$ cat src/rtl/irt_pkg.sv
`timescale 1ns / 1ps

package irt_pkg;

	// field widths fixed by the stream format
	localparam int IN_COORD_W = 32;
	localparam int STATUS_W   = 2;
	localparam int USED_W     = 7;
	localparam int S_TDATA_W  = 64;
	localparam int M_TDATA_W  = 16;

	// parameter defaults
	localparam int CAPACITY_DEF    = 64;
	localparam int COORD_WIDTH_DEF = 32;

	// result status codes
	localparam logic [STATUS_W-1:0] STATUS_ACCEPT  = 2'd0;
	localparam logic [STATUS_W-1:0] STATUS_OVERLAP = 2'd1;
	localparam logic [STATUS_W-1:0] STATUS_FULL    = 2'd2;

	typedef logic [STATUS_W-1:0] status_t;
	typedef logic [USED_W-1:0]   used_t;

endpackage

$ cat src/rtl/interval_reservation_table_core.sv
`timescale 1ns / 1ps

// interval reservation table with overlap check
// slave channel (s_*): one beat is one request for the half-open range
//   [range_start, range_end); s_tready is high only while the block is idle
// master channel (m_*): one beat per request carrying the status
//   (accepted, overlap, table full) and the number of stored entries after it
// a request walks all stored entries through one comparator pair, reading
//   one entry per cycle from the entry memory (registered read port)
// a request moves the sequencer from idle to scan and then to done, where the
//   result register is loaded and the sequencer returns to idle
// one request at a time: s_tready comes back high as the result appears, so
//   the next request is not taken before the previous one is through
// the result sits in an output register; the next request is taken while it
//   waits, and the scan of that request stalls only at its final step until
//   the previous result has been taken
// reset clears the entry count and the handshake state; the entry memory is
//   not cleared, since only entries below the count are ever read
// entries are never removed: once full, every non-overlapping request
//   gets the table-full status
module interval_reservation_table_core #(
	parameter int CAPACITY    = irt_pkg::CAPACITY_DEF,
	parameter int COORD_WIDTH = irt_pkg::COORD_WIDTH_DEF
) (
	input  logic                        clk,
	input  logic                        arst_n,
	input  logic                        s_tvalid,
	output logic                        s_tready,
	input  logic [irt_pkg::S_TDATA_W-1:0] s_tdata, // range_start, range_end
	output logic                        m_tvalid,
	input  logic                        m_tready,
	output logic [irt_pkg::M_TDATA_W-1:0] m_tdata  // status, used_entries, zero pad
);

	import irt_pkg::*;

	localparam int CNT_W  = $clog2(CAPACITY + 1);
	localparam int ADDR_W = (CAPACITY > 1) ? $clog2(CAPACITY) : 1;
	localparam int PAD_W  = M_TDATA_W - STATUS_W - USED_W;

	// sequencer states
	localparam logic [1:0] ST_IDLE = 2'd0;
	localparam logic [1:0] ST_SCAN = 2'd1;
	localparam logic [1:0] ST_DONE = 2'd2;

	logic [1:0]             state_q;
	logic [CNT_W-1:0]       count_q;    // stored entries
	logic [CNT_W-1:0]       issue_q;    // next entry to read
	logic                   rd_vld_s1;  // read data valid this cycle
	logic                   hit_q;
	logic [COORD_WIDTH-1:0] req_start_q;
	logic [COORD_WIDTH-1:0] req_end_q;

	logic                   out_vld_q;
	status_t                out_status_q;
	used_t                  out_used_q;

	logic                   in_beat;
	logic                   out_free;
	logic                   finish;
	logic                   issue;
	logic                   do_store;
	status_t                next_status;
	logic [CNT_W-1:0]       next_count;

	logic [COORD_WIDTH-1:0] ent_start;
	logic [COORD_WIDTH-1:0] ent_end;
	logic                   ent_hit;

	assign s_tready = (state_q == ST_IDLE);
	assign in_beat  = s_tvalid && s_tready;
	assign out_free = !out_vld_q || m_tready;
	assign finish   = (state_q == ST_DONE) && out_free;

	// one read issued per cycle until every stored entry has gone out
	assign issue = (state_q == ST_SCAN) && (issue_q != count_q);

	// overlap wins over a full table
	always_comb begin
		next_status = STATUS_ACCEPT;
		do_store    = 1'b0;
		if (hit_q) begin
			next_status = STATUS_OVERLAP;
		end else if (count_q >= CNT_W'(CAPACITY)) begin
			next_status = STATUS_FULL;
		end else begin
			do_store = 1'b1;
		end
	end

	assign next_count = do_store ? count_q + 1'b1 : count_q;

	irt_store #(
		.CAPACITY    (CAPACITY),
		.COORD_WIDTH (COORD_WIDTH),
		.ADDR_W      (ADDR_W)
	) u_store (
		.clk      (clk),
		.wr_en    (finish && do_store),
		.wr_addr  (count_q[ADDR_W-1:0]),
		.wr_start (req_start_q),
		.wr_end   (req_end_q),
		.rd_addr  (issue_q[ADDR_W-1:0]),
		.rd_start (ent_start),
		.rd_end   (ent_end)
	);

	// the one shared comparator pair
	irt_cmp #(
		.COORD_WIDTH (COORD_WIDTH)
	) u_cmp (
		.req_start (req_start_q),
		.req_end   (req_end_q),
		.ent_start (ent_start),
		.ent_end   (ent_end),
		.hit       (ent_hit)
	);

	// request latch, coordinates taken modulo 2^COORD_WIDTH
	always_ff @(posedge clk) begin
		if (in_beat) begin
			req_start_q <= COORD_WIDTH'(s_tdata[IN_COORD_W-1:0]);
			req_end_q   <= COORD_WIDTH'(s_tdata[2*IN_COORD_W-1:IN_COORD_W]);
		end
	end

	// sequencer
	always_ff @(posedge clk or negedge arst_n) begin
		if (!arst_n) begin
			state_q   <= ST_IDLE;
			count_q   <= '0;
			issue_q   <= '0;
			rd_vld_s1 <= 1'b0;
			hit_q     <= 1'b0;
		end else begin
			rd_vld_s1 <= issue;
			case (state_q)
				ST_IDLE: begin
					issue_q <= '0;
					hit_q   <= 1'b0;
					if (in_beat) begin
						state_q <= ST_SCAN;
					end
				end
				ST_SCAN: begin
					if (issue) begin
						issue_q <= issue_q + 1'b1;
					end
					if (rd_vld_s1 && ent_hit) begin
						hit_q <= 1'b1;
					end
					// last compare has landed
					if (!issue && !rd_vld_s1) begin
						state_q <= ST_DONE;
					end
				end
				ST_DONE: begin
					if (out_free) begin
						count_q <= next_count;
						state_q <= ST_IDLE;
					end
				end
				default: begin
					state_q <= ST_IDLE;
				end
			endcase
		end
	end

	// output register
	always_ff @(posedge clk or negedge arst_n) begin
		if (!arst_n) begin
			out_vld_q <= 1'b0;
		end else if (finish) begin
			out_vld_q <= 1'b1;
		end else if (m_tready) begin
			out_vld_q <= 1'b0;
		end
	end

	always_ff @(posedge clk) begin
		if (finish) begin
			out_status_q <= next_status;
			out_used_q   <= USED_W'(next_count);
		end
	end

	assign m_tvalid = out_vld_q;
	assign m_tdata  = {{PAD_W{1'b0}}, out_used_q, out_status_q};

	// checks
	a_count_bound: assert property (@(posedge clk) disable iff (!arst_n)
		count_q <= CNT_W'(CAPACITY))
		else $error("entry count beyond capacity");

	a_store_grows: assert property (@(posedge clk) disable iff (!arst_n)
		finish && (next_status == STATUS_ACCEPT) |=> count_q == $past(count_q) + 1'b1)
		else $error("accepted request did not grow the table");

	a_idle_no_read: assert property (@(posedge clk) disable iff (!arst_n)
		s_tready |-> !rd_vld_s1 && !issue)
		else $error("entry read while idle");

	a_full_status: assert property (@(posedge clk) disable iff (!arst_n)
		m_tvalid && (out_status_q == STATUS_FULL) |-> count_q == CNT_W'(CAPACITY))
		else $error("table-full status with room left");

endmodule

$ cat src/rtl/irt_store.sv
`timescale 1ns / 1ps

module irt_store #(
	parameter int CAPACITY    = 64,
	parameter int COORD_WIDTH = 32,
	parameter int ADDR_W      = 6
) (
	input  logic                   clk,
	input  logic                   wr_en,
	input  logic [ADDR_W-1:0]      wr_addr,
	input  logic [COORD_WIDTH-1:0] wr_start,
	input  logic [COORD_WIDTH-1:0] wr_end,
	input  logic [ADDR_W-1:0]      rd_addr,
	output logic [COORD_WIDTH-1:0] rd_start,
	output logic [COORD_WIDTH-1:0] rd_end
);

	logic [COORD_WIDTH-1:0] start_mem [CAPACITY];
	logic [COORD_WIDTH-1:0] end_mem   [CAPACITY];

	// one write port, one registered read port
	always_ff @(posedge clk) begin
		if (wr_en) begin
			start_mem[wr_addr] <= wr_start;
			end_mem[wr_addr]   <= wr_end;
		end
		rd_start <= start_mem[rd_addr];
		rd_end   <= end_mem[rd_addr];
	end

endmodule

$ cat src/rtl/irt_cmp.sv
`timescale 1ns / 1ps

module irt_cmp #(
	parameter int COORD_WIDTH = 32
) (
	input  logic [COORD_WIDTH-1:0] req_start,
	input  logic [COORD_WIDTH-1:0] req_end,
	input  logic [COORD_WIDTH-1:0] ent_start,
	input  logic [COORD_WIDTH-1:0] ent_end,
	output logic                   hit
);

	// half-open ranges overlap when each starts before the other ends
	assign hit = (ent_start < req_end) && (ent_end > req_start);

endmodule

$ cat config.mk
export PLATFORM = sky130hd
export DESIGN_NAME = interval_reservation_table_core
export DESIGN_NICKNAME = d
export VERILOG_FILES = /design/src/rtl/irt_pkg.sv /design/src/rtl/interval_reservation_table_core.sv /design/src/rtl/irt_store.sv /design/src/rtl/irt_cmp.sv
export SDC_FILE = /design/constraint.sdc
export NUM_CORES = 2
export LEC_CHECK = 0
export BUFFER_PORTS_ARGS = -buffer_cell sky130_fd_sc_hd__clkbuf_2
export CORE_MARGIN = 5
export CORE_UTILIZATION = 50
export CTS_CLUSTER_DIAMETER = 30
export CTS_CLUSTER_SIZE = 8
export DETAILED_ROUTE_END_ITERATION = 6
export PLACE_DENSITY_LB_ADDON = 0.08
export SLEW_MARGIN = 20
export SYNTH_ARGS = -nofsm -noshare
export SYNTH_HDL_FRONTEND = slang
export SYNTH_SLANG_ARGS = --single-unit
$ cat constraint.sdc
create_clock -name clk -period 6.6 [get_ports clk]
set_clock_uncertainty 0.1 [all_clocks]
set_input_delay 1.32 -clock clk [delete_from_list [all_inputs] [get_ports clk]]
set_output_delay 1.32 -clock clk [all_outputs]
set_load 0.02 [all_outputs]
==> Yosys cells after proc, flatten, opt, wreduce, memory -nomap -nowiden <==
Memory sizes are Yosys's and may differ from the RTL's. A register that Yosys moved wholly into a read port is not among the register bits.
Index checks and enable logic that the tools add are counted.
W data, S select, Z words.
{ "totals": {"register_bits": 92, "latchBits": 0, "ram_bits": 4096, "rom_bits": 0, "in_bits": 68, "output_inout_bits": 18, "word_cells": 59, "memories": 2} }
{ "memory_table": {"columns": ["name", "words", "width", "read_ports", "rd_ports_with_merged_regs", "write_ports", "line_no", "text"], "rows": [
  ["u_store.end_mem", 64, 32, 1, 1, 1, "irt_store.sv:19", "logic [COORD_WIDTH-1:0] end_mem [CAPACITY];"],
  ["u_store.start_mem", 64, 32, 1, 1, 1, "irt_store.sv:18", "logic [COORD_WIDTH-1:0] start_mem [CAPACITY];"]
]} }
{ "op_classes": {"addsub": 2, "n_mul": 0, "div_mod_pow": 0, "order_cmp": 3, "n_eq_ne": 8, "n_shift": 0, "muxes": 16, "bitwise_logic": 0, "reduce_logical": 18} }
{ "op_table": {"columns": ["op", "count"], "rows": [
  ["$gt A32 B32 Y1", 1],
  ["$lt A32 B32 Y1", 1],
  ["$add A7 B1 Y7 const B", 2],
  ["$mux W7", 2],
  ["$pmux W7 S2", 1],
  ["$mux W2", 4],
  ["$ge A7 B7 Y1 const B", 1],
  ["$logic_and A1 B1 Y1", 7],
  ["$mux W1", 7],
  ["$ne A7 B7 Y1", 1],
  ["$ne A2 B1 Y1 const B", 3],
  ["$pmux W2 S3", 1],
  ["$reduce_and A2 Y1", 3],
  ["$ne A2 B2 Y1 const B", 2],
  ["$reduce_bool A2 Y1", 2],
  ["$logic_not A1 Y1", 3],
  ["$reduce_and A3 Y1", 1],
  ["$eq A2 B1 Y1 const B", 1],
  ["$eq A2 B2 Y1 const B", 1],
  ["$logic_not A2 Y1", 1],
  ["$pmux W1 S2", 1],
  ["$logic_or A1 B1 Y1", 1]
]} }

==> Longest topological paths before layout <==
{ "logic_depth": {"ltp_word": 6, "depth_mapped": 10, "mapped_depth_nobuf": 8} }

==> Hierarchy <==
Synthesis repeated with hierarchy kept, for this count alone.
{ "hier_totals": {"cells_unflattened": 6936, "area_unflattened_um2": 160888.1} }
{ "by_module_without_submodules": {"columns": ["module", "instances", "cells_each", "area_per_inst_um2", "seq_area_each_um2"], "rows": [
  ["irt_store", 1, 6505, 155840.7, 124279.2],
  ["interval_reservation_table_core", 1, 212, 3445.8, 2667.6],
  ["irt_cmp", 1, 219, 1601.5, 0.0]
]} }

==> Least setup slack after synthesis <==
No wires, ideal clock.
{ "synth_path": {"path_kind": "in2reg", "start": "input m_tready", "end": "memory u_store.end_mem[63][0], enable pin", "setup_time_ns": 0.487, "arrival_time_ns": 4.876, "setup_slack_ns": 1.138, "stages": 5, "path_cell_list": "nand2b_1 -> nand2b_1 -> clkinv_1 -> nand4_1 -> nor2_1"} }
{ "synth_via": {"elab_chain_len": 5} }
{ "synth_lines": {"columns": ["item", "line_no", "text"], "rows": [
  ["from (decl)", "interval_reservation_table_core.sv:31", "input logic m_tready,"],
  ["$logic_or A1 B1 Y1", "interval_reservation_table_core.sv:72", "assign out_free = !out_vld_q || m_tready;"],
  ["$logic_and A1 B1 Y1", "interval_reservation_table_core.sv:73", "assign finish = (state_q == ST_DONE) && out_free;"],
  ["net finish", "interval_reservation_table_core.sv:60", "logic finish;"],
  ["$logic_and A1 B1 Y1", "interval_reservation_table_core.sv:99", ".wr_en (finish && do_store),"],
  ["$mux W1", "irt_store.sv:23", "if (wr_en) begin"],
  ["$mux W1 (not written as such)", "irt_store.sv:25", "end_mem[wr_addr] <= wr_end;"],
  ["to (decl)", "irt_store.sv:19", null]
]} }
The timed path passes the listed nets, and every way through them passes these cells.

==> Final worst setup path <==
{ "layout_path": {"start": "register hit_q", "end": "memory u_store.end_mem[4][31], enable pin"} }
{ "layout_via": {"elab_chain_len": 4} }
{ "layout_lines": {"columns": ["item", "line_no", "text"], "rows": [
  ["from (decl)", "interval_reservation_table_core.sv:50", "logic hit_q;"],
  ["from (signal assigned)", "interval_reservation_table_core.sv:134", "hit_q <= 1'b0;"],
  ["from (signal assigned)", "interval_reservation_table_core.sv:140", "hit_q <= 1'b0;"],
  ["from (signal assigned)", "interval_reservation_table_core.sv:150", "hit_q <= 1'b1;"],
  ["$mux W1", "interval_reservation_table_core.sv:82", "if (hit_q) begin"],
  ["$logic_and A1 B1 Y1", "interval_reservation_table_core.sv:99", null],
  ["$mux W1", "irt_store.sv:23", null],
  ["$mux W1 (not written as such)", "irt_store.sv:25", null]
]} }
Every way passes these cells.

==> results.py <==
metrics = {
    "run_status": {
        "outcome": "finished clean",
    },
    "cells_and_area": {
        "synthToLayoutAreaGrowth_pct": 21.0,
        "layout.nets": 7722,
        "final_layout_size_suffix_gt1_share_pct": 34.1,
        "fill_cells": 22332,
    },
    "setup_path": {
        "critical-path-max-stage-delay_ps": 1170,
        "arrival_time_at_the_worst_endpoint_ps": 4840,
        "critical_path.endpoint_type": "flip-flop",
        "critical_path_required_ps": 7200,
        "ff2ff_setup_slack_ps": 2360,
        "worst-path-max-fanout": 21,
        "r2r.worst_path.cells": 4,
        "setup.worst_path.class": "reg -> reg",
        "critPathSlowestCell": "nor2_4",
        "nature_of_the_critical_path_startpoint": "flip-flop",
        "cp_cell_sequence": "nor2_1 -> nand3_1 -> nor2_4 -> buf_4",
        "worstReg2RegEnd": "u_store.end_mem[4][31]",
        "timing.rr.start": "hit_q",
    },
    "cts": {
        "hold_buffers": 0,
        "cts_repair_resize_count": 0,
        "cts.htree.levels": 6,
        "post_cts_repair_setup_buffers": 0,
        "clockRootBuffer": "clkbuf_16",
        "numClockSinks": 4252,
        "clk_lat_worst_skew_ps": 1050,
        "clk_pin_slew_worst_paths_ps": 40,
        "tritoncts_clock_tree": "built",
        "cts_inserted_buffers": 805,
        "cts.path.max_buffers": 4,
    },
    "drt": {
        "wirelength_mm": 444,
        "drt-vias-per-instance": 6.18,
        "antenna_violating_nets_post_route": 0,
        "route.detailed.drc": 0,
        "detail_route.first_pass.iterations": 6,
        "vias": 77485,
        "drt_first_iter_violations": 9228,
        "route.detailed.wl_per_inst_um": 35.4,
    },
    "logic_synthesis": {
        "cell_taking_the_most_area_after_synthesis": "edfxtp_1",
        "ys_seq_elements": 4252,
        "synth_warnings": 0,
        "syn_area_um2": 162000,
        "dominantRegCellSynth": "edfxtp_1",
        "yosys-mux-area-fraction_pct": 17.2,
        "postSynthCellCount": 6762,
        "cell_with_the_most_instances_after_synthesis": "edfxtp_1",
        "largest_family_of_logic_cells_by_synthesized_area": "multiplexers",
        "synth_compound_gate_area_share_pct": 1.47,
        "yosysSeqAreaShare_pct": 78.5,
        "synth-async-reset-ratio_pct": 0.447,
        "post_synth_and_or_nand_nor_area_fraction_pct": 0.962,
        "synth-edff-count": 4169,
        "synth.avg_cell_area_um2": 23.9,
        "synth_cell_types": 49,
        "synth_xor_xnor_area_share_pct": 0.114,
        "synthesized_area_fraction_occupied_by_adder_cells_pct": 0.511,
        "yosys-top-cells-area": "edfxtp_1, mux4_2, dfxtp_1, mux2i_1, ha_1",
        "yosys.area.top_type_share_pct": 77.4,
        "ys_top_cells_by_count": "edfxtp_1, mux4_2, buf_2",
    },
    "flow_run": {
        "drv_cap": 0,
    },
    "grt": {
        "gr-total-overflow": 0,
        "initial_antenna_violation_count": 28,
        "grt_max_degree": 107,
        "grt_pass1_vias": 79191,
        "gr-usage-all-layers_pct": 26.5,
        "wire_length_of_the_first_global_routing_pass_mm": 622,
    },
    "timing": {
        "fmax_mhz": 236,
        "timing.final.max_slew_violations": 0,
        "min_period_over_period_pct": 64.3,
        "final_worst_path_period_need_ps": 4240,
        "actual_slew_at_the_worst_max_slew_pin_ps": 1190,
        "setup_viol_count_final": 0,
        "timing_hold_violations_final": 0,
        "grt_setup_unrepaired": "no",
        "fin_tns_setup_ps": 0,
        "max_slew_margin_pct": 20.3,
    },
    "placed_design": {
        "place.gp.congestion": 0.839,
        "io_buffer_count": 78,
        "detailed_place_hpwl_mm": 262,
    },
    "power_and_ir_drop": {
        "report.power.total_mw": 84.3,
        "cellLeakagePower_nw": 61.9,
        "ir_worst_vdd_v": 0.000357,
        "powerDensity_nw_per_um2": 431,
    },
    "die": {
        "coreArea_um2": 322000,
        "floorplan.io_pins": 86,
        "floorplan.die.height_um": 579,
        "dieWidth_um": 579,
        "total_die_area_um2": 335000,
        "floorplan.rows": 208,
        "floorplan.initialDensity_pct": 50.3,
    },
    "hold_path": {
        "hold_path_class": "in -> async",
    },
}
## cell families after synthesis
logic type / after synthesis
AND/OR/NAND/NOR: 321
AO/OA/AOI/OAI: 367
flip-flops: 4252
XOR/XNOR: 21
adder cells (fa/ha/maj): 66
other: 1
multiplexers: 1303
buffers and inverters: 431
## worst max-delay path by stage
stage               startpoint  cells after the start                        end  slack (ps)
floorplan             m_tready                      5     u_store.end_mem[63][0]        1140
global placement      m_tready                      7  u_store.start_mem[57][16]        1700
detailed placement    m_tready                      7   u_store.start_mem[58][1]        1700
CTS                      hit_q                      4     u_store.end_mem[4][17]        2430
global route             hit_q                      4     u_store.end_mem[4][17]        2320
finish                   hit_q                      4     u_store.end_mem[4][31]        2360
## sequential cells by signal, summed over array words and instances, names as in the netlist
name	count
req_start_q	32
req_end_q	32
hit_q	1
count_q	7
u_store.start_mem	2048
m_tvalid	1
issue_q	7
u_store.rd_end	32
out_used_q	7
state_q	2
rd_vld_s1	1
u_store.rd_start	32
out_status_q	2
u_store.end_mem	2048
## cells in the final DEF (no fill, tap or decap), drive strengths merged, types with 13 or more instances in the layout
master	n
buf	296
a22oi	14
edfxtp	4169
nor2	123
xnor2	13
a221o	14
clkbuf	1031
a211oi	94
bufinv	86
dfxtp	64
nand3	13
nor2b	81
mux4	1180
clkinvlp	52
o21ai	25
a21oi	99
o22ai	90
nand2	57
inv	90
mux2i	118
dfrtp	19
clkinv	329
ha	66
## metal layers
metal / track usage [%] / part of all wire (%) / vias up
met5: 0 / 0.010 / -
li1: - / - / 30997
met1: 38.1 / 41 / 42220
met3: 5.09 / 7.9 / 661
met4: 8.38 / 3.2 / 8
met2: 41.9 / 48 / 3599
## power breakdown
part,total (mW),internal (mW),switching (mW)
registers,31.7,31.1,0.677
clock network,39.1,25.8,13.3
logic,13.5,5.78,7.72
## final cells by class
type / count / area, um^2 / area share [%]
antenna: 8 / 20.0 / 0.0102
clock buffer: 953 / 20900 / 10.7
clock inverter: 487 / 5270 / 2.69
inverter: 70 / 263 / 0.134
multi-input combinational: 2085 / 33300 / 17.0
sequential: 4252 / 127000 / 64.9
tap: 4305 / 5390 / 2.75
timing repair buffer: 374 / 3510 / 1.80
## through the flow
stage	worst slack (ps)	hold WS (ps)	cell area (um^2)	utilization, %	std cells
after global routing	2320	178	196000	60.8	12531
after global placement	1700	407	169000	52.7	11086
after CTS	2430	124	196000	60.8	12526
after floorplan	1140	402	162000	-	6768
final	2360	179	196000	60.8	12534
after detailed placement	1700	414	169000	52.7	11086
## critical path, delay by kind of cell, from the launching register on
family / cells / cell delay [ps]
DFF: 1 / 460
and+or+nand+nor: 3 / 2770
buffers and inverters: 1 / 510
Note: power is estimated with default switching activity, not from simulation.
